## src/rtl/mvmp_pkg.sv

```systemverilog
// ----------------------------------------------------------------------------
// mvmp_pkg
// shared types, constants and helper functions of the motion vector median
// predictor
// ----------------------------------------------------------------------------
package mvmp_pkg;

  localparam int MV_W                     = 16;
  localparam int ROW_W                    = 8;
  localparam int COL_W                    = 6;
  localparam int IDX_W                    = COL_W + 1;
  localparam int MBS_W                    = 7;
  localparam int ADDR_MAX_W               = 10;
  localparam int IDX_COUNT                = 1 << IDX_W;
  localparam int MAX_MBS_PER_LINE_DEFAULT = 64;
  localparam int FIFO_DEPTH               = 2;

  localparam logic [MBS_W-1:0] MBS_PER_LINE_RESET = MBS_W'(40);

  typedef struct packed {
    logic [ROW_W-1:0]       row_index;
    logic [COL_W-1:0]       col_index;
    logic signed [MV_W-1:0] diff_x;
    logic signed [MV_W-1:0] diff_y;
  } in_t;

  typedef struct packed {
    logic signed [MV_W-1:0] mv_x;
    logic signed [MV_W-1:0] mv_y;
  } out_t;

  // x in the low half, y in the high half
  typedef struct packed {
    logic signed [MV_W-1:0] y;
    logic signed [MV_W-1:0] x;
  } vec_t;

  typedef enum logic [2:0] {
    PRED_ZERO,
    PRED_LEFT,
    PRED_FIRST_COL,
    PRED_LAST_COL,
    PRED_INTERIOR
  } pred_case_t;

  typedef struct packed {
    pred_case_t             pred_case;
    logic signed [MV_W-1:0] diff_x;
    logic signed [MV_W-1:0] diff_y;
  } dec_info_t;

  // column to line buffer slot, built by counting so no divider is needed
  function automatic logic [IDX_COUNT-1:0][ADDR_MAX_W-1:0] mod_table(int unsigned modulus);
    logic [IDX_COUNT-1:0][ADDR_MAX_W-1:0] tab;
    int unsigned r;
    r = 0;
    for (int i = 0; i < IDX_COUNT; i++) begin
      tab[i] = ADDR_MAX_W'(r);
      r = (r + 1 == modulus) ? 0 : r + 1;
    end
    return tab;
  endfunction

  function automatic logic signed [MV_W-1:0] med3(
    input logic signed [MV_W-1:0] a,
    input logic signed [MV_W-1:0] b,
    input logic signed [MV_W-1:0] c
  );
    logic signed [MV_W-1:0] lo;
    logic signed [MV_W-1:0] hi;
    logic signed [MV_W-1:0] m;
    lo = (a < b) ? a : b;
    hi = (a < b) ? b : a;
    m  = (hi < c) ? hi : c;
    return (lo > m) ? lo : m;
  endfunction

endpackage

```

## src/rtl/mvmp_fifo.sv

```systemverilog
// ----------------------------------------------------------------------------
// mvmp_fifo
// small first-in first-out queue with push/full and pop/empty sides
// ----------------------------------------------------------------------------
module mvmp_fifo #(
  parameter int W = 32
) (
  input  logic         clk,
  input  logic         rst,
  input  logic         push,
  input  logic [W-1:0] wdata,
  output logic         full,
  input  logic         pop,
  output logic [W-1:0] rdata,
  output logic         empty
);

  localparam int DEPTH = mvmp_pkg::FIFO_DEPTH;
  localparam int PW    = (DEPTH > 1) ? $clog2(DEPTH) : 1;
  localparam int CW    = $clog2(DEPTH + 1);

  logic [W-1:0]  slots [DEPTH];
  logic [PW-1:0] wr_ptr;
  logic [PW-1:0] rd_ptr;
  logic [CW-1:0] count;
  logic          do_push;
  logic          do_pop;

  assign full    = (count == CW'(DEPTH));
  assign empty   = (count == '0);
  assign do_push = push && !full;
  assign do_pop  = pop && !empty;
  assign rdata   = slots[rd_ptr];

  always_ff @(posedge clk) begin
    if (rst) begin
      wr_ptr <= '0;
      rd_ptr <= '0;
      count  <= '0;
    end else begin
      if (do_push) begin
        wr_ptr <= (wr_ptr == PW'(DEPTH - 1)) ? '0 : wr_ptr + 1'b1;
      end
      if (do_pop) begin
        rd_ptr <= (rd_ptr == PW'(DEPTH - 1)) ? '0 : rd_ptr + 1'b1;
      end
      case ({do_push, do_pop})
        2'b10:   count <= count + 1'b1;
        2'b01:   count <= count - 1'b1;
        default: count <= count;
      endcase
    end
  end

  always_ff @(posedge clk) begin
    if (do_push) begin
      slots[wr_ptr] <= wdata;
    end
  end

endmodule

```

## src/rtl/mvmp_front.sv

```systemverilog
// ----------------------------------------------------------------------------
// mvmp_front
// accepts macroblock requests, picks the prediction case and the line buffer
// slots of the above and above-right neighbours, and queues them
// ----------------------------------------------------------------------------
module mvmp_front #(
  parameter int MAX_MBS_PER_LINE = mvmp_pkg::MAX_MBS_PER_LINE_DEFAULT,
  parameter int AW               = $clog2(MAX_MBS_PER_LINE)
) (
  input  logic                           clk,
  input  logic                           rst,
  input  logic                           push,
  output logic                           full,
  input  mvmp_pkg::in_t                  item,
  input  logic [mvmp_pkg::MBS_W-1:0]     mbs_per_line,
  input  logic                           dq_pop,
  output logic                           dq_empty,
  output mvmp_pkg::dec_info_t            dq_info,
  output logic [AW-1:0]                  dq_bi,
  output logic [AW-1:0]                  dq_ci
);

  localparam int IW = $bits(mvmp_pkg::dec_info_t);
  localparam int QW = IW + 2 * AW;
  localparam logic [mvmp_pkg::IDX_COUNT-1:0][mvmp_pkg::ADDR_MAX_W-1:0] MOD_TAB =
    mvmp_pkg::mod_table(MAX_MBS_PER_LINE);

  logic [mvmp_pkg::IDX_W-1:0] col_ext;
  logic [mvmp_pkg::IDX_W-1:0] col_next;
  logic                       row_zero;
  logic                       col_zero;
  logic                       last_col;
  mvmp_pkg::dec_info_t        info;
  logic [AW-1:0]              bi;
  logic [AW-1:0]              ci;
  logic [QW-1:0]              q_wdata;
  logic [QW-1:0]              q_rdata;

  assign col_ext  = mvmp_pkg::IDX_W'(item.col_index);
  assign col_next = col_ext + mvmp_pkg::IDX_W'(1);
  assign row_zero = (item.row_index == '0);
  assign col_zero = (item.col_index == '0);
  // a zero register value never matches since col+1 is at least one
  assign last_col = (col_next == mbs_per_line);

  assign bi = MOD_TAB[col_ext][AW-1:0];
  assign ci = MOD_TAB[col_next][AW-1:0];

  always_comb begin
    info.diff_x = item.diff_x;
    info.diff_y = item.diff_y;
    if (row_zero && col_zero) begin
      info.pred_case = mvmp_pkg::PRED_ZERO;
    end else if (row_zero) begin
      info.pred_case = mvmp_pkg::PRED_LEFT;
    end else if (col_zero) begin
      info.pred_case = mvmp_pkg::PRED_FIRST_COL;
    end else if (last_col) begin
      info.pred_case = mvmp_pkg::PRED_LAST_COL;
    end else begin
      info.pred_case = mvmp_pkg::PRED_INTERIOR;
    end
  end

  assign q_wdata = {info, bi, ci};

  mvmp_fifo #(
    .W (QW)
  ) u_dec_queue (
    .clk   (clk),
    .rst   (rst),
    .push  (push),
    .wdata (q_wdata),
    .full  (full),
    .pop   (dq_pop),
    .rdata (q_rdata),
    .empty (dq_empty)
  );

  assign dq_info = mvmp_pkg::dec_info_t'(q_rdata[QW-1 -: IW]);
  assign dq_bi   = q_rdata[2*AW-1 -: AW];
  assign dq_ci   = q_rdata[AW-1:0];

endmodule

```

## config.mk

```make
export PLATFORM = sky130hd
export DESIGN_NAME = mvmp_front
export DESIGN_NICKNAME = d
export VERILOG_FILES = /design/src/rtl/mvmp_pkg.sv /design/src/rtl/mvmp_fifo.sv /design/src/rtl/mvmp_front.sv
export SDC_FILE = /design/constraint.sdc
export NUM_CORES = 1
export LEC_CHECK = 0
export ABC_AREA = 1
export BUFFER_PORTS_ARGS = -buffer_cell sky130_fd_sc_hd__buf_2
export CAP_MARGIN = 40
export CORE_ASPECT_RATIO = 2
export CORE_MARGIN = 10
export CORE_UTILIZATION = 54
export CTS_BUF_LIST = sky130_fd_sc_hd__clkbuf_8
export CTS_CLUSTER_SIZE = 24
export DETAILED_ROUTE_END_ITERATION = 16
export HOLD_SLACK_MARGIN = 0.03
export PLACE_DENSITY = 0.82
export SYNTH_ARGS = -nofsm -noshare
export SYNTH_HDL_FRONTEND = slang
export SYNTH_SLANG_ARGS = --single-unit
export TNS_END_PERCENT = 1
```

## constraint.sdc

```tcl
create_clock -name clk -period 4.4 [get_ports clk]
set_clock_uncertainty 0.15 [all_clocks]
set_input_delay 0.66 -clock clk [delete_from_list [all_inputs] [get_ports clk]]
set_output_delay 0.66 -clock clk [all_outputs]
set_load 0.01 [all_outputs]
```

==> reports/metrics.csv <==
metric;value;unit
cts-root-buf;clkbuf_8;
worst-endpoint-arrival;1840;ps
finalSetupViolations;0;
numCtsBuffers;9;
n_antenna_cell;0;
synth.area.top_cells;edfxtp_1, mux2_2, dfxtp_1, nand2_1, inv_1;
syn-num-nets;303;
drt-initial-drc-count;135;
drc;0;
htreeDepth;3;
port_buffers;105;
dr.pass1.iters;4;
setup.worst_path.class;reg2out;
grt_max_degree;31;
synth_cell_types;25;
path_clk_slew;80;ps
synth-seq-area-share;74.0;%
start_util;54.8;%
grt_pass1_vias;2543;
io_pins;106;
final_core_util;67.0;%
grt_pass1_wl;11700;microns
ctsResizeCount;0;
syn_area_per_cell;16.3;sq um
hp-class;reg2reg;
synth_seq_cells;99;
post_drt_wl_per_cell;16.6;microns
floorplan.die.width;80.5;microns
cp-start-kind;flop;
core_area;7210;sq um
syn_area;3950;sq um
ctsHoldBuffers;0;
wl;7550;microns
synth_top_area_share;71.4;%
cp.required;3590;ps
grt_overflow;0;
cts_max_path_buffers;2;
status;finished clean;
yosysWarnings;0;
dp_hpwl;5820;microns
period_needed;2650;ps
drive_above_1_share;51.1;%
cts_sinks;99;
fin_nets;417;
worstSetupEndpointType;output pin;
dieArea;11300;sq um
yosysTopAreaCell;edfxtp_1;
grt_usage;13.7;%
hold_viol;0;
area_growth;22.3;%
gp_congestion;0.800;
cts_tree;done;
p_per_area;506;nW/um^2
slew_headroom;45.2;%
clock_latency;350;ps
rows;44;
post_synth_inst_count;243;
reg2reg_setup_slack;2150;ps
critical_path.max_fanout;25;
rsz0062_at_grt;false;
nFillCells;547;
tns;0;ps
die_h;141;microns
postCtsSetupBuffers;0;
fmax;0.377;GHz
period_share;60.3;%
ant_nets;0;
tightest_slew;819;ps
p_leak;1.91;nW
power.total;2.45;mW
vias;2296;
setup_ws;1750;ps
preCtsSetupSlack;1870;ps
vdd_drop_max;0.391;mV
avgViaCountPerCell;5.06;
drv_slew;0;
antenna_found_initial;0;
max-cap-violations;0;
==> final timing paths <==
path                              from                        to  depth (start not counted)
setup / recovery                  flop               dq_info[34]                          3
hold / removal      u_dec_queue.rd_ptr                      flop                          2
setup reg to reg  u_dec_queue.count[0]  u_dec_queue.slots[1][36]                          3
hold reg to reg     u_dec_queue.rd_ptr                      flop                          2
==> routing by layer <==
layer	global-route usage [%]	routed length (microns)	vias to the layer above	share of wire, %
met5	0	0	-	0
met4	6.81	193	0	2.6
met3	4.90	474	14	6.3
met2	25.3	4320	60	57
met1	12.1	2560	1107	34
li1	-	-	1115	-
==> power breakdown <==
group | switching, mW | leakage [nW] | total [mW] | internal [mW]
combinational | 0.304 | 0.888 | 0.606 | 0.303
sequential | 0.0670 | 0.917 | 1.25 | 1.19
clock | 0.274 | 0.105 | 0.587 | 0.313
==> critical path: stages, from the launching register on <==
cell	delay (ps)
dfxtp_2	730
buf_16	250
mux2_2	360
buf_2	140
==> through the flow <==
stage	std cells	hold WS (ps)	instance area, sq um
2_1_floorplan	243	305	3950
3_3_place_gp	437	314	4600
3_5_place_dp	438	326	4630
4_1_cts	454	321	4830
5_1_grt	454	314	4830
6_report	454	341	4830
==> layout by cell type, fill, tap and decap left out <==
master        n
a21oi_1       3
a21oi_2       2
buf_16        1
buf_2       105
buf_4         2
bufinv_16     2
clkbuf_8      9
clkinv_1      2
clkinv_2      1
clkinvlp_4    1
dfxtp_1       4
dfxtp_2       1
edfxtp_1     94
ha_1          3
inv_1        18
inv_2         2
mux2_2       47
mux2i_1       1
nand2_1      22
nand2_2       5
nand3_1      10
nand3b_1      1
nand4_1       1
nor2_1        6
nor2_2        3
nor2_4        2
nor3b_1       1
nor4_1        2
o21ai_1       3
o21bai_1      1
or2_0         1
or2_2         2
xnor2_1       3
xor2_1        1
==> cells in the mapped netlist, drive strengths merged <==
master / instances
o21bai: 1
a21oi: 5
inv: 19
o21ai: 3
ha: 3
mux2: 47
nand4: 1
dfxtp: 5
or2: 3
nand3: 10
xor2: 1
xnor2: 3
buf: 5
nor2: 11
nand3b: 1
edfxtp: 94
nor4: 2
nor3b: 1
mux2i: 1
nand2: 27
==> area by class of cell <==
class | instances | area (sq um) | share of cell area [%]
tap | 92 | 115 | 2.38
timing repair buffer | 108 | 568 | 11.8
inverter | 19 | 71.3 | 1.48
clock inverter | 7 | 83.8 | 1.73
clock buffer | 9 | 124 | 2.56
sequential | 99 | 2920 | 60.5
multi-input combinational | 120 | 947 | 19.6
==> sequential cells by signal, indices dropped and copies added, names as in the netlist, named ones only <==
register	flops
u_dec_queue.slots	94
u_dec_queue.count	2
u_dec_queue.wr_ptr	1
u_dec_queue.rd_ptr	1
==> cells by family (layout without fill, tap and decap cells) <==
group / Yosys count / in the layout / synth area share [%]
AOI/OAI and AO/OA: 9 / 9 / 1.39
xor gates and xnor gates: 4 / 4 / 0.887
adders and majority gates: 3 / 3 / 0.950
buffers and inverters: 24 / 143 / 2.44
DFF: 99 / 99 / 74.0
muxes: 48 / 48 / 13.6
and+or+nand+nor: 56 / 56 / 6.71
Power figures use the tool's default switching activity.
