[src/rtl/mvmp_pkg.sv]
// ----------------------------------------------------------------------------
// mvmp_pkg
// shared types, constants and helper functions of the motion vector median
// predictor
// ----------------------------------------------------------------------------
package mvmp_pkg;

  localparam int MV_W                     = 16;
  localparam int ROW_W                    = 8;
  localparam int COL_W                    = 6;
  localparam int IDX_W                    = COL_W + 1;
  localparam int MBS_W                    = 7;
  localparam int ADDR_MAX_W               = 10;
  localparam int IDX_COUNT                = 1 << IDX_W;
  localparam int MAX_MBS_PER_LINE_DEFAULT = 64;
  localparam int FIFO_DEPTH               = 2;

  localparam logic [MBS_W-1:0] MBS_PER_LINE_RESET = MBS_W'(40);

  typedef struct packed {
    logic [ROW_W-1:0]       row_index;
    logic [COL_W-1:0]       col_index;
    logic signed [MV_W-1:0] diff_x;
    logic signed [MV_W-1:0] diff_y;
  } in_t;

  typedef struct packed {
    logic signed [MV_W-1:0] mv_x;
    logic signed [MV_W-1:0] mv_y;
  } out_t;

  // x in the low half, y in the high half
  typedef struct packed {
    logic signed [MV_W-1:0] y;
    logic signed [MV_W-1:0] x;
  } vec_t;

  typedef enum logic [2:0] {
    PRED_ZERO,
    PRED_LEFT,
    PRED_FIRST_COL,
    PRED_LAST_COL,
    PRED_INTERIOR
  } pred_case_t;

  typedef struct packed {
    pred_case_t             pred_case;
    logic signed [MV_W-1:0] diff_x;
    logic signed [MV_W-1:0] diff_y;
  } dec_info_t;

  // column to line buffer slot, built by counting so no divider is needed
  function automatic logic [IDX_COUNT-1:0][ADDR_MAX_W-1:0] mod_table(int unsigned modulus);
    logic [IDX_COUNT-1:0][ADDR_MAX_W-1:0] tab;
    int unsigned r;
    r = 0;
    for (int i = 0; i < IDX_COUNT; i++) begin
      tab[i] = ADDR_MAX_W'(r);
      r = (r + 1 == modulus) ? 0 : r + 1;
    end
    return tab;
  endfunction

  function automatic logic signed [MV_W-1:0] med3(
    input logic signed [MV_W-1:0] a,
    input logic signed [MV_W-1:0] b,
    input logic signed [MV_W-1:0] c
  );
    logic signed [MV_W-1:0] lo;
    logic signed [MV_W-1:0] hi;
    logic signed [MV_W-1:0] m;
    lo = (a < b) ? a : b;
    hi = (a < b) ? b : a;
    m  = (hi < c) ? hi : c;
    return (lo > m) ? lo : m;
  endfunction

endpackage

[src/rtl/mvmp_ram.sv]
// ----------------------------------------------------------------------------
// mvmp_ram
// generic ram, one write port and two registered read ports, read-first
// ----------------------------------------------------------------------------
module mvmp_ram #(
  parameter int W     = 32,
  parameter int DEPTH = 64
) (
  input  logic                     clk,
  input  logic                     we,
  input  logic [$clog2(DEPTH)-1:0] waddr,
  input  logic [W-1:0]             wdata,
  input  logic                     re,
  input  logic [$clog2(DEPTH)-1:0] raddr_a,
  input  logic [$clog2(DEPTH)-1:0] raddr_b,
  output logic [W-1:0]             rdata_a,
  output logic [W-1:0]             rdata_b
);

  logic [W-1:0] mem [DEPTH];

  always_ff @(posedge clk) begin
    if (we) begin
      mem[waddr] <= wdata;
    end
    if (re) begin
      rdata_a <= mem[raddr_a];
      rdata_b <= mem[raddr_b];
    end
  end

endmodule

[src/rtl/mvmp_back.sv]
// ----------------------------------------------------------------------------
// mvmp_back
// reads the neighbours from the line buffer, forms the median prediction,
// adds the difference and writes the new vector back
// ----------------------------------------------------------------------------
module mvmp_back #(
  parameter int MAX_MBS_PER_LINE = mvmp_pkg::MAX_MBS_PER_LINE_DEFAULT,
  parameter int AW               = $clog2(MAX_MBS_PER_LINE)
) (
  input  logic                clk,
  input  logic                rst,
  input  logic                dq_empty,
  output logic                dq_pop,
  input  mvmp_pkg::dec_info_t dq_info,
  input  logic [AW-1:0]       dq_bi,
  input  logic [AW-1:0]       dq_ci,
  input  logic                out_full,
  output logic                out_push,
  output mvmp_pkg::out_t      out_vec
);

  localparam int VW = $bits(mvmp_pkg::vec_t);

  logic                s2_valid;
  logic                s2_fire;
  logic                s2_free;
  mvmp_pkg::dec_info_t s2_info;
  logic [AW-1:0]       s2_bi;
  logic [AW-1:0]       s2_ci;
  mvmp_pkg::vec_t      left_vector;
  mvmp_pkg::vec_t      diag_vector;
  logic [AW-1:0]       wr_addr;
  mvmp_pkg::vec_t      wr_vec;
  logic [VW-1:0]       rd_b;
  logic [VW-1:0]       rd_c;
  mvmp_pkg::vec_t      b_vec;
  mvmp_pkg::vec_t      c_vec;
  mvmp_pkg::vec_t      new_vec;

  function automatic logic signed [mvmp_pkg::MV_W-1:0] predict(
    input mvmp_pkg::pred_case_t           pc,
    input logic signed [mvmp_pkg::MV_W-1:0] a,
    input logic signed [mvmp_pkg::MV_W-1:0] b,
    input logic signed [mvmp_pkg::MV_W-1:0] c,
    input logic signed [mvmp_pkg::MV_W-1:0] d
  );
    logic signed [mvmp_pkg::MV_W-1:0] p;
    unique case (pc)
      mvmp_pkg::PRED_ZERO:      p = '0;
      mvmp_pkg::PRED_LEFT:      p = a;
      mvmp_pkg::PRED_FIRST_COL: p = mvmp_pkg::med3('0, b, c);
      mvmp_pkg::PRED_LAST_COL:  p = mvmp_pkg::med3(a, b, d);
      mvmp_pkg::PRED_INTERIOR:  p = mvmp_pkg::med3(a, b, c);
      default:                  p = '0;
    endcase
    return p;
  endfunction

  assign s2_fire  = s2_valid && !out_full;
  assign s2_free  = !s2_valid || s2_fire;
  assign dq_pop   = !dq_empty && s2_free;
  assign out_push = s2_fire;

  mvmp_ram #(
    .W     (VW),
    .DEPTH (MAX_MBS_PER_LINE)
  ) u_line_buf (
    .clk     (clk),
    .we      (s2_fire),
    .waddr   (s2_bi),
    .wdata   (new_vec),
    .re      (dq_pop),
    .raddr_a (dq_bi),
    .raddr_b (dq_ci),
    .rdata_a (rd_b),
    .rdata_b (rd_c)
  );

  // the ram read misses the write made on the same edge, so the last write
  // is forwarded; an older last write matches what the ram already holds
  assign b_vec = (wr_addr == s2_bi) ? wr_vec : mvmp_pkg::vec_t'(rd_b);
  assign c_vec = (wr_addr == s2_ci) ? wr_vec : mvmp_pkg::vec_t'(rd_c);

  always_comb begin
    new_vec.x = predict(s2_info.pred_case, left_vector.x, b_vec.x, c_vec.x, diag_vector.x)
                + s2_info.diff_x;
    new_vec.y = predict(s2_info.pred_case, left_vector.y, b_vec.y, c_vec.y, diag_vector.y)
                + s2_info.diff_y;
  end

  assign out_vec.mv_x = new_vec.x;
  assign out_vec.mv_y = new_vec.y;

  always_ff @(posedge clk) begin
    if (rst) begin
      s2_valid <= 1'b0;
    end else if (dq_pop) begin
      s2_valid <= 1'b1;
    end else if (s2_fire) begin
      s2_valid <= 1'b0;
    end
  end

  always_ff @(posedge clk) begin
    if (dq_pop) begin
      s2_info <= dq_info;
      s2_bi   <= dq_bi;
      s2_ci   <= dq_ci;
    end
    if (s2_fire) begin
      left_vector <= new_vec;
      diag_vector <= b_vec;
      wr_addr     <= s2_bi;
      wr_vec      <= new_vec;
    end
  end

endmodule

[config.mk]
export PLATFORM = sky130hd
export DESIGN_NAME = mvmp_back
export DESIGN_NICKNAME = d
export VERILOG_FILES = /design/src/rtl/mvmp_pkg.sv /design/src/rtl/mvmp_ram.sv /design/src/rtl/mvmp_back.sv
export SDC_FILE = /design/constraint.sdc
export NUM_CORES = 2
export LEC_CHECK = 0
export BUFFER_PORTS_ARGS = -buffer_cell sky130_fd_sc_hd__buf_4
export CAP_MARGIN = 20
export CORE_ASPECT_RATIO = 0.6
export CORE_MARGIN = 10
export CORE_UTILIZATION = 40
export CTS_BUF_LIST = sky130_fd_sc_hd__clkbuf_8
export DETAILED_ROUTE_END_ITERATION = 8
export GPL_TIMING_DRIVEN = 0
export HOLD_SLACK_MARGIN = 0.1
export PLACE_DENSITY_LB_ADDON = 0.2
export SETUP_SLACK_MARGIN = 0.15
export SYNTH_ARGS = -nofsm -noshare
export SYNTH_HDL_FRONTEND = slang
export SYNTH_SLANG_ARGS = --single-unit
[constraint.sdc]
create_clock -name clk -period 22.8 [get_ports clk]
set_input_delay 2.28 -clock clk [delete_from_list [all_inputs] [get_ports clk]]
set_output_delay 2.28 -clock clk [all_outputs]
set_load 0.02 [all_outputs]
==> results.json <==
{
  "outcome": "complete, no violations",
  "layout.nets": 6677,
  "ant_nets": 0,
  "end_kind": "output port",
  "critical_path.max_fanout": 28,
  "worst_pin_slew_ns": 1.24,
  "synthToLayoutAreaGrowth_pct": 15.9,
  "finalMaxSlewViolations": 0,
  "coreArea_mm2": 0.272,
  "grt_pass1_vias": 66005,
  "synth_cells": 5658,
  "cts-root-buf": "clkbuf_8",
  "async_flop_share_pct": 0,
  "critPathSlowestCell": "clkbuf_1",
  "start_kind": "register",
  "critPathKind": "reg -> out",
  "clockPowerShare_pct": 23.4,
  "final_area_mm2": 0.127,
  "die_x_um": 697,
  "htree_levels": 5,
  "yosysMostFrequentCell": "edfxtp_1",
  "clock_latency_ns": 1.06,
  "initial_utilization_pct": 40.4,
  "firstDrtPassIters": 7,
  "p_seq_share_pct": 42.2,
  "cts_setup_buffers": 0,
  "hp-class": "reg -> reg",
  "synth.largest_area_cell": "edfxtp_1",
  "power_frac_comb_pct": 34.4,
  "cts_made_buffers": 336,
  "synthTopCellsByArea": "edfxtp_1 (61%), mux4_2 (27%), ha_1 (2.8%), mux2i_1 (1.0%), nor2_1 (0.97%)",
  "slew_headroom_pct": 16.6,
  "grt_antenna_before_repair": 20,
  "fp.dieArea_mm2": 0.297,
  "io_pins": 85,
  "drt-met1-wl_mm": 185,
  "drc": 0,
  "nFillCells": 22660,
  "yosysSeqAreaShare_pct": 60.9,
  "r2r_cells": 53,
  "post-place-ws_ns": 2.49,
  "crit_arrival_ns": 19.94,
  "wire_per_inst_um": 43.9,
  "grt_max_degree": 67,
  "top_layer": "met5",
  "fmax_mhz": 45.0,
  "dr_wl_met2_mm": 163,
  "yosys.cell_types.count": 72,
  "swShare_pct": 36.3,
  "fin_ws_ns": 0.581,
  "ctsResizeCount": 0,
  "final_hold_viol_count": 0,
  "rsz0062_at_grt": "false",
  "crit_top_cell": "o21ai_0",
  "slowest_delay_ns": 0.93,
  "fin_crit_ns": 22.22,
  "synth-edff-count": 2229,
  "syn_avg_cell_area_um2": 19.4,
  "ys_dominant_reg_cell": "edfxtp_1",
  "overflow": 0,
  "die_h_um": 426,
  "cts_sinks": 2230,
  "vias_per_cell": 6.93,
  "ir_drop_v": 0.0000985,
  "drive_above_1_share_pct": 36.3,
  "gp_congestion": 0.995,
  "finClkSkew_ns": 0.103,
  "switching_power_mw": 5.05,
  "hp-start": "s2_bi[4]$_DFFE_PP_",
  "synth_common_cells": "edfxtp_1 (2229), mux4_2 (1321), nor2_1 (284)",
  "grt_usage_pct": 29.8,
  "dp_hpwl_mm": 338,
  "cap_violations": 0,
  "totalWireLength_mm": 453,
  "hold_end": "wr_addr[4]$_DFFE_PP_",
  "drt_iter0_drc": 14181,
  "cts_hold_buf": 0,
  "synth_seq_cells": 2230,
  "synth_area_mm2": 0.110,
  "power_per_cell_area_mw_per_mm2": 109,
  "fin_worst_hold_slack_ns": 0.455,
  "synth_top_area_share_pct": 60.9,
  "wl_met3_mm": 91.5,
  "period_share_pct": 97.5,
  "r2r_slack_ns": 3.63,
  "synth_warnings": 0,
  "dpl_cell_area_mm2": 0.121,
  "p_leak_nw": 41.7,
  "io_buffer_count": 84,
  "r2r_start": "s2_bi[5]$_DFFE_PP_",
  "r2r-end": "u_line_buf.mem[58][28]$_DFFE_PP_",
  "setup_viol_count_final": 0,
  "clk_path_buf_depth": 4,
  "cts_tree": "built",
  "syn-num-nets": 5957,
  "dr_total_vias": 71444,
  "whs_path_depth": 0,
  "grt_pass1_wl_mm": 595,
  "fp-row-count": 148,
  "clk_transition_reported_paths_ns": 0.08,
  "p_int_mw": 8.84,
  "worstPathRequired_ns": 20.52
}
## layout make-up
cell class                      count  area (µm²)  area share (%)
Clock buffer                      345        4750            3.73
Multi-Input combinational cell   2928       41800            32.9
Antenna cell                       18        45.0          0.0354
Sequential cell                  2230       67000            52.6
Timing Repair Buffer              382        5790            4.55
Inverter                          136         510           0.401
Tap cell                         3675        4600            3.61
Buffer                            364        1550            1.22
Clock inverter                    237        1330            1.05
## placed cells by master (no fill, tap or decap), types with 81 or more instances in the layout
| cell type | n |
|---|---|
| o21ai_0 | 147 |
| buf_2 | 81 |
| clkbuf_1 | 178 |
| a21oi_1 | 149 |
| buf_4 | 95 |
| nand2_1 | 150 |
| nor2_1 | 216 |
| ha_1 | 244 |
| mux2i_1 | 112 |
| clkbuf_8 | 345 |
| buf_8 | 151 |
| edfxtp_1 | 2229 |
| buf_12 | 88 |
| inv_1 | 236 |
| mux4_2 | 1321 |
## metal layers
metal | GRT usage, % | up-vias
met5 | 0.449 | -
met4 | 7.57 | 14
met3 | 18.1 | 743
met2 | 35.2 | 6746
met1 | 44.9 | 38091
li1 | - | 25850
## worst max-delay path by stage
stage | to | cells after the start | from
2_1_floorplan | out_vec[10] | 52 | s2_bi[5]$_DFFE_PP_
3_3_place_gp | out_vec[10] | 53 | s2_bi[5]$_DFFE_PP_
3_5_place_dp | out_vec[12] | 52 | s2_bi[5]$_DFFE_PP_
4_1_cts | out_vec[12] | 52 | s2_bi[5]$_DFFE_PP_
5_1_grt | out_vec[12] | 53 | s2_bi[5]$_DFFE_PP_
6_report | out_vec[12] | 53 | s2_bi[5]$_DFFE_PP_
## worst max-delay path, delay by kind of cell, from the launching register on
| family | cells | cell delay (ns) |
|---|---|---|
| AOI/OAI and AO/OA | 27 | 8.36 |
| buffers and inverters | 10 | 4.33 |
| xor gates and xnor gates | 3 | 1.72 |
| adders and majority gates | 5 | 1.63 |
| muxes | 2 | 1.27 |
| and+or+nand+nor | 6 | 1.15 |
| DFF | 1 | 0.38 |
## power groups by stage
| stage | registers (mW) | logic, mW | clock network, mW |
|---|---|---|---|
| global route | 5.86 | 4.99 | 3.43 |
| finish | 5.86 | 4.78 | 3.25 |
| detailed placement | 5.94 | 4.61 | 0 |
| global placement | 6.28 | 3.84 | 0 |
| floorplan | 6.07 | 2.10 | 0 |
| CTS | 5.86 | 4.62 | 3.25 |
## state kept, by name, summed over array words and instances (netlist names)
signal and cells:
u_line_buf.mem 2048, s2_info 35, diag_vector 32, u_line_buf.rdata_a 32
u_line_buf.rdata_b 32, wr_vec 32, s2_bi 6, s2_ci 6
wr_addr 6, s2_valid 1
## per-stage QoR
stage | utilization [%] | power [mW] | cells | TNS [ns]
after floorplan | - | 8.18 | 5658 | 0
after global placement | 42.3 | 10.1 | 9417 | -15.00
after detailed placement | 44.4 | 10.5 | 9696 | 0
after CTS | 46.7 | 13.7 | 10278 | 0
after global routing | 46.7 | 14.3 | 10298 | 0
final | 46.8 | 13.9 | 10315 | 0
## cell families (layout without fill, tap and decap cells)
logic type / after synthesis / count (layout) / share of synthesized area [%]
flops: 2230 / 2230 / 60.9
mux: 1475 / 1475 / 28.5
simple gates: 664 / 664 / 2.81
compound gates: 502 / 502 / 2.88
buf+inv: 500 / 1464 / 1.73
fa+ha+maj: 250 / 250 / 2.85
xor+xnor: 37 / 37 / 0.307
other cells: 0 / 18 / 0
No activity file was read; power rests on OpenSTA's default activity.
