--- src/rtl/mvmp_pkg.sv ---
// ----------------------------------------------------------------------------
// mvmp_pkg
// shared types, constants and helper functions of the motion vector median
// predictor
// ----------------------------------------------------------------------------
package mvmp_pkg;

  localparam int MV_W                     = 16;
  localparam int ROW_W                    = 8;
  localparam int COL_W                    = 6;
  localparam int IDX_W                    = COL_W + 1;
  localparam int MBS_W                    = 7;
  localparam int ADDR_MAX_W               = 10;
  localparam int IDX_COUNT                = 1 << IDX_W;
  localparam int MAX_MBS_PER_LINE_DEFAULT = 64;
  localparam int FIFO_DEPTH               = 2;

  localparam logic [MBS_W-1:0] MBS_PER_LINE_RESET = MBS_W'(40);

  typedef struct packed {
    logic [ROW_W-1:0]       row_index;
    logic [COL_W-1:0]       col_index;
    logic signed [MV_W-1:0] diff_x;
    logic signed [MV_W-1:0] diff_y;
  } in_t;

  typedef struct packed {
    logic signed [MV_W-1:0] mv_x;
    logic signed [MV_W-1:0] mv_y;
  } out_t;

  // x in the low half, y in the high half
  typedef struct packed {
    logic signed [MV_W-1:0] y;
    logic signed [MV_W-1:0] x;
  } vec_t;

  typedef enum logic [2:0] {
    PRED_ZERO,
    PRED_LEFT,
    PRED_FIRST_COL,
    PRED_LAST_COL,
    PRED_INTERIOR
  } pred_case_t;

  typedef struct packed {
    pred_case_t             pred_case;
    logic signed [MV_W-1:0] diff_x;
    logic signed [MV_W-1:0] diff_y;
  } dec_info_t;

  // column to line buffer slot, built by counting so no divider is needed
  function automatic logic [IDX_COUNT-1:0][ADDR_MAX_W-1:0] mod_table(int unsigned modulus);
    logic [IDX_COUNT-1:0][ADDR_MAX_W-1:0] tab;
    int unsigned r;
    r = 0;
    for (int i = 0; i < IDX_COUNT; i++) begin
      tab[i] = ADDR_MAX_W'(r);
      r = (r + 1 == modulus) ? 0 : r + 1;
    end
    return tab;
  endfunction

  function automatic logic signed [MV_W-1:0] med3(
    input logic signed [MV_W-1:0] a,
    input logic signed [MV_W-1:0] b,
    input logic signed [MV_W-1:0] c
  );
    logic signed [MV_W-1:0] lo;
    logic signed [MV_W-1:0] hi;
    logic signed [MV_W-1:0] m;
    lo = (a < b) ? a : b;
    hi = (a < b) ? b : a;
    m  = (hi < c) ? hi : c;
    return (lo > m) ? lo : m;
  endfunction

endpackage

--- src/rtl/mvmp_fifo.sv ---
// ----------------------------------------------------------------------------
// mvmp_fifo
// small first-in first-out queue with push/full and pop/empty sides
// ----------------------------------------------------------------------------
module mvmp_fifo #(
  parameter int W = 32
) (
  input  logic         clk,
  input  logic         rst,
  input  logic         push,
  input  logic [W-1:0] wdata,
  output logic         full,
  input  logic         pop,
  output logic [W-1:0] rdata,
  output logic         empty
);

  localparam int DEPTH = mvmp_pkg::FIFO_DEPTH;
  localparam int PW    = (DEPTH > 1) ? $clog2(DEPTH) : 1;
  localparam int CW    = $clog2(DEPTH + 1);

  logic [W-1:0]  slots [DEPTH];
  logic [PW-1:0] wr_ptr;
  logic [PW-1:0] rd_ptr;
  logic [CW-1:0] count;
  logic          do_push;
  logic          do_pop;

  assign full    = (count == CW'(DEPTH));
  assign empty   = (count == '0);
  assign do_push = push && !full;
  assign do_pop  = pop && !empty;
  assign rdata   = slots[rd_ptr];

  always_ff @(posedge clk) begin
    if (rst) begin
      wr_ptr <= '0;
      rd_ptr <= '0;
      count  <= '0;
    end else begin
      if (do_push) begin
        wr_ptr <= (wr_ptr == PW'(DEPTH - 1)) ? '0 : wr_ptr + 1'b1;
      end
      if (do_pop) begin
        rd_ptr <= (rd_ptr == PW'(DEPTH - 1)) ? '0 : rd_ptr + 1'b1;
      end
      case ({do_push, do_pop})
        2'b10:   count <= count + 1'b1;
        2'b01:   count <= count - 1'b1;
        default: count <= count;
      endcase
    end
  end

  always_ff @(posedge clk) begin
    if (do_push) begin
      slots[wr_ptr] <= wdata;
    end
  end

endmodule

--- config.mk ---
export PLATFORM = sky130hd
export DESIGN_NAME = mvmp_fifo
export DESIGN_NICKNAME = d
export VERILOG_FILES = /design/src/rtl/mvmp_pkg.sv /design/src/rtl/mvmp_fifo.sv
export SDC_FILE = /design/constraint.sdc
export NUM_CORES = 1
export LEC_CHECK = 0
export ABC_CLOCK_PERIOD_IN_PS = 3050
export BUFFER_PORTS_ARGS = -buffer_cell sky130_fd_sc_hd__buf_4
export CAP_MARGIN = 5
export CORE_ASPECT_RATIO = 0.5
export CORE_MARGIN = 4
export CORE_UTILIZATION = 57
export CTS_BUF_LIST = sky130_fd_sc_hd__clkbuf_8
export CTS_CLUSTER_DIAMETER = 100
export DETAILED_ROUTE_END_ITERATION = 12
export PLACE_DENSITY = 0.95
export SYNTH_ARGS = -nofsm -noshare
export SYNTH_HDL_FRONTEND = slang
export SYNTH_SLANG_ARGS = --single-unit
export TNS_END_PERCENT = 50
--- constraint.sdc ---
create_clock -name clk -period 3.05 [get_ports clk]
set_clock_uncertainty 0.1 [all_clocks]
set_input_delay 0.305 -clock clk [delete_from_list [all_inputs] [get_ports clk]]
set_output_delay 0.305 -clock clk [all_outputs]
set_load 0.02 [all_outputs]
==> run metrics, run 1 <==
status completed; library cells used by synthesis 19; CP most frequent cell buf_4; RePlAce Congestion 0.678; Remaining DRCs 0; Worst setup SP type flip-flop; Iter 0 DRT Violations 61; diodes inserted 0; crit path max fanout 18; max-cap violations 0; maximum vdd drop 0.657 mV; Worst slew margin 56.4%; Sequential Power Share 43.4%; CP Buf/Inv Count 2; PortBufs 69; internal power 0.00206 W; main combinational cell family by area after synthesis multiplexers; Slowest-stage cell, CP dfxtp_1; asr flop ratio synth 0%; Stages on worst setup path 3; Ys Warns 0; worst skew pair latency 0.33 ns; FF-to-FF path depth 5; Seq/Total Area, Yosys 80.1%; # nets final 242; Clock Root Buffer clkbuf_8; H-tree depth 3; setup TNS 0 ns; CTS buffer count 9; Cell Area, Synth 2520 µm²; 1st-pass router iterations 4; minimum clock period 2.45 ns; Die ar. 5620 µm²; worst-margin pin slew 0.654 ns; dpl hpwl 3.23 mm; hold depth 1; Max clock buf depth 2; fmax 409 MHz; GRT Resource Usage Total 19.9%; top_reg_cell synth edfxtp_1; Post-CTS Hold Fix Bufs 0; CP Class flip-flop to output pin; Vias/cell 5.15; DR vias 1359; Initial Utilization 61.8%; Slew Viols, Final 0; CP endpoint kind output pin; WP data arrival 2.04 ns; Pwr per Cell Area 885 nW/µm²; Core Region 4080 µm²; critical path's top delay family flip-flops; Simple-Gate Fraction of Synth Area 1.83%; # IOs 70; Net Sw Frac 29.8%; most frequent cells after synthesis 64 x edfxtp_1, 17 x mux2_1, 15 x mux2_2, 5 x dfxtp_1, 4 x nor2_1; Leakage 1.29 nW; first-pass GRT wire length 7.49 mm; CTS tree yes; Clock transition at path regs 0.07 ns; Sink Count 69; switching power 0.000878 W; Mapped Nets 163; Worst EP required 2.64 ns; crit share post-route 80.2%; leading area contributor after synthesis edfxtp_1; vias in the first global route 1477; die width 102 µm; Post-Route WL 5.03 mm; Die H 55.1 µm; slowest stage delay, CP 0.74 ns; Combinational Power Share 30.8%; Final Hold Violating Endpoints 0; WL per Instance 19.1 µm; multiplexer area fraction after synthesis 14.3%; RSZ-0062 raised after global routing false; Synth top area share 76.1%; Synth Area in Compound Gates 1.09%; gr ovfl total 0; Yosys reg bits 69; Rows 16; Synth Area in XOR/XNOR 1.04%; initial antenna violation count 0; final setup violating endpoints 0; post-CTS setup buffers 0; PostCTS Resize Cnt 0; adder-cell share of the synthesized area 0.496%; top post-synthesis cells by area edfxtp_1 76%, mux2_1 7.6%, mux2_2 6.7%; largest net degree at the start of global routing 33; share of layout cells above drive strength 1 49.0%; Post-Syn Instances 126; antenna viol nets, final 0; fin util 81.3%; most frequent cell after synthesis edfxtp_1; Post-synth EDFFs 64; path category of the worst min-delay check input pin to flip-flop; Mean Syn Cell Area 20.0 µm²; worst path cell trace buf_4 > mux2_1 > buf_4; clock power share 25.7%; Layout area overhead 31.5%
-- power by group through the flow --
stage          Combinational [W]  Sequential [W]  Clock (W)
2_1_floorplan           0.000568         0.00125          0
3_3_place_gp            0.000877         0.00128          0
3_5_place_dp            0.000901         0.00130          0
4_1_cts                 0.000915         0.00128   0.000771
5_1_grt                 0.000963         0.00129   0.000825
6_report                0.000906         0.00128   0.000757
-- cells in the final DEF (no fill, tap or decap), drive strengths merged --
| master | count |
|---|---|
| clkinv | 3 |
| o21a | 1 |
| edfxtp | 64 |
| inv | 5 |
| nand2 | 1 |
| clkbuf | 9 |
| xor2 | 1 |
| o21ai | 2 |
| nand2b | 1 |
| a21oi | 2 |
| or3 | 2 |
| bufinv | 2 |
| and3 | 1 |
| xnor2 | 2 |
| buf | 72 |
| dfxtp | 5 |
| nor2 | 4 |
| mux2 | 32 |
| ha | 1 |
-- worst paths after layout --
kind | startpoint | endpoint | slack, ns
max | flip-flop | rdata[25] | 0.60
min | wdata[19] | slots[1][19] | 0.05
max reg2reg | count[0] | slots[0][2] | 1.18
min reg2reg | wr_ptr | wr_ptr | 0.39
-- sequential cells by signal (all words and copies together) (netlist names), named ones only --
| name | flops |
|---|---|
| slots | 64 |
| count | 2 |
| rd_ptr | 1 |
| wr_ptr | 1 |
-- metrics by stage --
| stage | instances | power, W | instance area, µm² | worst slack [ns] | hold WS, ns |
|---|---|---|---|---|---|
| global route | 264 | 0.00308 | 3320 | 0.491 | 0.0299 |
| finish | 264 | 0.00294 | 3320 | 0.604 | 0.0536 |
| floorplan | 126 | 0.00182 | 2520 | 0.983 | 0.274 |
| global placement | 248 | 0.00216 | 3110 | 1.04 | 0.365 |
| CTS | 264 | 0.00297 | 3320 | 0.569 | 0.0381 |
| detailed placement | 248 | 0.00220 | 3110 | 0.965 | 0.374 |
-- cells by family (layout without fill, tap and decap cells) --
kind of cell | Yosys count | in the layout
adder cells (fa/ha/maj) | 1 | 1
XOR/XNOR | 3 | 3
AND/OR/NAND/NOR | 9 | 9
buffers and inverters | 7 | 91
AO/OA/AOI/OAI | 5 | 5
flip-flops | 69 | 69
multiplexers | 32 | 32
-- metal layers --
metal	track usage, %	routed length [µm]	vias to the layer above
li1	-	-	640
met1	18.4	1750	663
met2	39.6	2940	50
met3	8.14	263	6
met4	8.50	80	0
met5	0	0	-
-- area by class of cell --
class / count / area [µm²]
Sequential cell: 69 / 2020
Fill cell: 207 / 763
Timing Repair Buffer: 72 / 541
Multi-Input combinational cell: 50 / 473
Clock buffer: 9 / 124
Clock inverter: 7 / 82.6
Tap cell: 54 / 67.6
Inverter: 3 / 11.3
No activity file was read; power rests on OpenSTA's default activity.
==> run 2: changes to the inputs <==
--- a/config.mk
+++ b/config.mk
@@ -5,16 +5,17 @@
 export SDC_FILE = /design/constraint.sdc
 export NUM_CORES = 1
 export LEC_CHECK = 0
-export ABC_CLOCK_PERIOD_IN_PS = 3050
+export ABC_AREA = 1
+export ABC_CLOCK_PERIOD_IN_PS = 2050
 export BUFFER_PORTS_ARGS = -buffer_cell sky130_fd_sc_hd__buf_4
 export CAP_MARGIN = 5
 export CORE_ASPECT_RATIO = 0.5
 export CORE_MARGIN = 4
-export CORE_UTILIZATION = 57
+export CORE_UTILIZATION = 49
 export CTS_BUF_LIST = sky130_fd_sc_hd__clkbuf_8
 export CTS_CLUSTER_DIAMETER = 100
 export DETAILED_ROUTE_END_ITERATION = 12
-export PLACE_DENSITY = 0.95
+export PLACE_DENSITY = 0.89
 export SYNTH_ARGS = -nofsm -noshare
 export SYNTH_HDL_FRONTEND = slang
 export SYNTH_SLANG_ARGS = --single-unit
==> constraint.sdc (replaced) <==
create_clock -name clk -period 2.05 [get_ports clk]
set_clock_uncertainty 0.1 [all_clocks]
set_input_delay 0.205 -clock clk [delete_from_list [all_inputs] [get_ports clk]]
set_output_delay 0.205 -clock clk [all_outputs]
set_load 0.02 [all_outputs]
==> run metrics, run 2 <==
Layout area overhead 40.5%; Rows 18 (+2); Clock transition at path regs 0.07 ns (about the same); hold path startpoint rst; diodes inserted 0 (unchanged); most frequent cells in the layout 75 x buf_4, 64 x edfxtp_1, 32 x dlygate4sd3_1; CP Class flip-flop to output pin; dpl hpwl 3.35 mm (+3.8%); Synth Area in XOR/XNOR 0% (-1.0 points); top flop regs slots: 64 flops, count: 2 flops; Ys Warns 0 (unchanged); PortBufs 69 (unchanged); Worst EP required 1.75 ns (-0.89 ns); initial antenna violation count 0 (unchanged); worst-margin pin slew 0.335 ns (-0.319 ns); maximum vdd drop 0.639 mV (-2.8%); Clock Root Buffer clkbuf_8; Mapped Nets 177 (+8.6%); die width 114 µm (+11%); crit path max fanout 18 (unchanged); leading area contributor after synthesis edfxtp_1; Leakage 1.56 nW (+21%); Post-Route WL 4.98 mm (-1.2%); Hold Crit Endpoint count[1]; Post-synth EDFFs 64 (unchanged); r2r setup slk 0.51 ns (-0.67 ns); first-pass GRT wire length 7.61 mm (+1.6%); top_reg_cell synth edfxtp_1; Worst slew margin 77.7% (+21 points); vias in the first global route 1622 (+9.8%); Sink Count 69 (unchanged); # nets final 291 (+20%); Initial Utilization 53.1% (-8.8 points); multiplexer area fraction after synthesis 17.3% (+3.0 points); Largest Register slots; WL per Instance 15.1 µm (-21%); library cells used by synthesis 16 (-3); Cell Area, Synth 2740 µm² (+8.4%); main combinational cell family by area after synthesis multiplexers; Die H 60.8 µm (+10%); Simple-Gate Fraction of Synth Area 4.16% (+2.3 points); r2r startpoint count[0]; reg-to-reg endpoint count[1]; final setup violating endpoints 0 (unchanged); crit share post-route 86.5%; Largest register FFs 64 (unchanged); path category of the worst min-delay check input pin to flip-flop; Core Region 5160 µm² (+26%); adder-cell share of the synthesized area 0.457% (-0.038 points); hold depth 4 (+3); CP endpoint kind output pin; H-tree depth 3 (unchanged); share of layout cells above drive strength 1 50.2% (+1.1 points); Worst setup SP type flip-flop; CTS tree yes; Yosys reg bits 69 (unchanged); 1st-pass router iterations 4 (unchanged); WP data arrival 1.47 ns (-0.57 ns); Synth Area in Compound Gates 0.366% (-0.72 points); setup TNS 0 ns (unchanged); Slew Viols, Final 0 (unchanged); Pwr per Cell Area 1030 nW/µm² (+16%); most frequent cell after synthesis edfxtp_1; DR vias 1504 (+11%); post-CTS setup buffers 0 (unchanged); Remaining DRCs 0 (unchanged); asr flop ratio synth 0% (unchanged); Mean Syn Cell Area 19.5 µm² (-2.5%); FF-to-FF path depth 9 (+4); most frequent cells after synthesis 64 x edfxtp_1, 30 x mux2_4, 10 x nor2_1, 8 x nand2_1, 7 x inv_1; max-cap violations 0 (unchanged); gr ovfl total 0 (unchanged); RSZ-0062 raised after global routing false; Seq/Total Area, Yosys 73.9% (-6.2 points); CTS buffer count 9 (unchanged); Die ar. 6920 µm² (+23%); top post-synthesis cells by area edfxtp_1 70%, mux2_4 16%, dfxtp_1 3.7%; Iter 0 DRT Violations 56 (-8.2%); GRT Resource Usage Total 14.9% (-4.9 points); Post-Syn Instances 140 (+11%); Synth top area share 70.2% (-5.9 points); RePlAce Congestion 0.705 (+4.0%); minimum clock period 1.77 ns; fmax 564 MHz; Max clock buf depth 2 (unchanged); # IOs 70 (unchanged); status completed; worst skew pair latency 0.33 ns (about the same); FILL cells 298 (+44%); antenna viol nets, final 0 (unchanged); largest net degree at the start of global routing 19 (-42%); Final Hold Violating Endpoints 0 (unchanged); commonest non-fill, non-tap cell in the layout buf_4; Vias/cell 4.57 (-11%); Design Power 0.00396 W (+35%)
run 2: final cells by class:
type | instances | area (µm²) | area share (%)
inverter | 9 | 33.8 | 0.879
multi-input combinational | 58 | 617 | 16.0
tap | 70 | 87.6 | 2.28
clock buffer | 9 | 124 | 3.22
sequential | 69 | 2020 | 52.6
clock inverter | 7 | 76.3 | 1.99
timing repair buffer | 107 | 883 | 23.0
run 2: worst max-delay path by stage:
stage                       end       from  cells after the start
finish                rdata[30]  flip-flop                      3
global route          rdata[30]  flip-flop                      3
CTS                   rdata[30]  flip-flop                      3
detailed placement     count[1]   count[0]                      9
global placement       count[1]   count[0]                      9
floorplan           slots[0][0]   count[0]                      4
run 2: timing repair:
item | in CTS | in global routing
resized for setup | 0 | 0
hold endpoints to repair | 64 | 0
hold buffers | 32 | 0
setup endpoints to repair | 0 | 0
run 2: worst max-delay path, cell delays in order (launching register included):
cell	delay, ns
dfxtp_2	0.32
buf_4	0.32
mux2_4	0.34
buf_4	0.16
run 2: per-layer routing:
metal	vias to the layer above	GRT usage, %	wire length [µm]
met4	0	6.16	46
met5	-	0	0
met2	31	29.5	2730
met1	725	15.5	1990
li1	743	-	-
met3	5	4.08	207
run 2: through the flow:
step / cells / utilization [%] / hold slack, ns / area (µm²) / setup WS [ns]
6_report: 329 / 74.6 / 0.0581 / 3840 / 0.276
5_1_grt: 329 / 74.6 / 0.0677 / 3840 / 0.211
4_1_cts: 329 / 74.6 / 0.0423 / 3840 / 0.244
3_5_place_dp: 281 / 64.5 / 0.294 / 3320 / 0.529
3_3_place_gp: 281 / 64.5 / 0.290 / 3320 / 0.611
2_1_floorplan: 140 / - / 0.204 / 2740 / 0.0534
run 2: power by group:
| group | total, W | leakage (nW) | switching, W | internal [W] |
|---|---|---|---|---|
| registers | 0.00178 | 0.640 | 0.0000626 | 0.00172 |
| clock network | 0.00107 | 0.101 | 0.000500 | 0.000567 |
| logic | 0.00111 | 0.823 | 0.000556 | 0.000553 |
run 2: logic make-up after synthesis:
logic type,Yosys count
AOI/OAI and AO/OA,2
and+or+nand+nor,23
DFF,69
adders and majority gates,1
buffers and inverters,13
muxes,32
==> run 3: changes to the inputs <==
--- a/config.mk
+++ b/config.mk
@@ -15,7 +15,8 @@
 export CTS_BUF_LIST = sky130_fd_sc_hd__clkbuf_8
 export CTS_CLUSTER_DIAMETER = 100
 export DETAILED_ROUTE_END_ITERATION = 12
-export PLACE_DENSITY = 0.89
+export PLACE_DENSITY = 0.78
+export SETUP_SLACK_MARGIN = 0.1
 export SYNTH_ARGS = -nofsm -noshare
 export SYNTH_HDL_FRONTEND = slang
 export SYNTH_SLANG_ARGS = --single-unit
==> constraint.sdc (replaced) <==
create_clock -name clk -period 2.05 [get_ports clk]
set_clock_uncertainty 0.1 [all_clocks]
set_input_delay 0.205 -clock clk [delete_from_list [all_inputs] [get_ports clk]]
set_output_delay 0.205 -clock clk [all_outputs]
set_load 0.1 [all_outputs]
==> run metrics, run 3 (synthesis gave the netlist of run 2 again) <==
RePlAce Congestion 0.721 (+2.2%); antenna viol nets, final 0 (unchanged); CTS tree yes; pre-CTS worst setup slack 0.505 ns (-0.0239 ns); diodes inserted 0 (unchanged); GRT Resource Usage Total 15.2% (+0.28 points); commonest non-fill, non-tap cell in the layout buf_4; dpl hpwl 3.18 mm (-5.1%); worst-margin pin slew 0.283 ns (-0.0515 ns); Largest Register slots; Max clock buf depth 2 (unchanged); Worst slew margin 81.3% (+3.6 points); Clock Root Buffer clkbuf_8; area used by multi-input combinational logic 617 µm² (unchanged); Initial Utilization 53.1% (unchanged); FILL cells 310 (+4.0%); Worst EP required 1.75 ns (about the same); PortBufs 69 (unchanged); hold depth 4 (unchanged); Slew Viols, Final 0 (unchanged); Die H 60.8 µm (unchanged); Rows 18 (unchanged); # IOs 70 (unchanged); Clock transition at path regs 0.07 ns (about the same); DR vias 1507 (+0.20%); Core Region 5160 µm² (unchanged); worst skew pair latency 0.32 ns (about the same); FF-to-FF path depth 9 (unchanged); # nets final 290 (-0.34%); largest net degree at the start of global routing 33 (+14); share of layout cells above drive strength 1 49.8% (-0.39 points); FF+latch area 2020 µm² (unchanged); top flop regs slots: 64 flops, count: 2 flops; Layout area overhead 40.0%; Post-Route WL 4.96 mm (-0.40%); CTS buffer count 9 (unchanged); PostCTS Resize Cnt 0 (unchanged); Vias/cell 4.61 (+0.81%); crit path max fanout 32 (+14); Worst setup SP type flip-flop; maximum vdd drop 0.758 mV (+19%); path category of the worst min-delay check input pin to flip-flop; placed cells 280 (-0.36%); status completed; Final Non-Filler Cells 327 (-0.61%); H-tree depth 3 (unchanged); RSZ-0062 raised after global routing false; WP data arrival 1.55 ns (+0.08 ns); most frequent cells in the layout 73 x buf_4, 64 x edfxtp_1, 32 x dlygate4sd3_1; CP endpoint kind output pin; max-cap violations 0 (unchanged); Final Hold Violating Endpoints 0 (unchanged); 1st-pass router iterations 4 (unchanged); Post-DP Area 3330 µm² (+0.15%); Leakage 1.56 nW (-0.46%); WL per Instance 15.2 µm (+0.21%); Pwr per Cell Area 1260 nW/µm² (+22%); setup TNS 0 ns (unchanged); gr ovfl total 0 (unchanged); crit share post-route 90.4% (+3.8 points); minimum clock period 1.85 ns (+0.0781 ns); vias in the first global route 1637 (+0.92%); Iter 0 DRT Violations 23 (-59%); final setup violating endpoints 0 (unchanged); Remaining DRCs 0 (unchanged); Largest register FFs 64 (unchanged); first-pass GRT wire length 7.55 mm (-0.81%); Sink Count 69 (unchanged); post-CTS setup buffers 0 (unchanged); die width 114 µm (unchanged); fmax 540 MHz (-4.2%); post-route cell area 3830 µm² (-0.39%); CP Class flip-flop to output pin; initial antenna violation count 0 (unchanged); final setup margin 0.198 ns (-0.0781 ns); Die ar. 6920 µm² (unchanged)
## run 3: changes by cell type in the layout (fill, tap and decap cells not counted)
| cell | delta |
|---|---|
| clkinv_4 | -3 |
| buf_12 | +1 |
| inv_6 | -1 |
| clkinv_2 | +3 |
| buf_4 | -2 |
## run 3: critical path: stages (launching register included)
cell and delay (ns):
dfxtp_2 0.34, buf_12 0.25, mux2_2 0.37, buf_4 0.23
## run 3: final cells by class
| cell class | count | area share [%] |
|---|---|---|
| tap | 70 | 2.29 |
| clock inverter | 6 | 1.47 |
| multi-input combinational | 58 | 16.1 |
| clock buffer | 9 | 3.23 |
| inverter | 9 | 0.882 |
| timing repair buffer | 106 | 23.2 |
| sequential | 69 | 52.8 |
## run 3: layer usage
layer	GRT usage (%)	vias to the layer above	wire length, µm
met5	0	-	0
met4	7.71	0	82
met3	4.58	8	258
met2	30.6	41	2720
met1	14.5	719	1890
li1	-	739	-
## run 3: metrics by stage
stage          util [%]  total power [W]  hold WS (ns)
2_1_floorplan         -          0.00350         0.204
3_3_place_gp       64.6          0.00378         0.290
3_5_place_dp       64.6          0.00381         0.293
4_1_cts            74.3          0.00488        0.0390
5_1_grt            74.3          0.00499        0.0967
6_report           74.3          0.00483        0.0760
## run 3: report_power, final
group          total (W)  internal, W  switching [W]
clock network    0.00100     0.000543       0.000458
logic            0.00204     0.000565        0.00148
registers        0.00178      0.00172      0.0000620
## run 3: final timing paths
kind                                 from  slack, ns        end
worst max-delay path            flip-flop       0.20  rdata[17]
worst min-delay path                  rst       0.08     wr_ptr
worst max register to register   count[0]       0.41   count[1]
worst min register to register     rd_ptr       0.40     rd_ptr
## run 3: repair_timing
action                                  in CTS  in global routing
hold buffers                                32                  0
hold endpoints to repair                    64                  0
endpoints found under the setup margin       0                  0
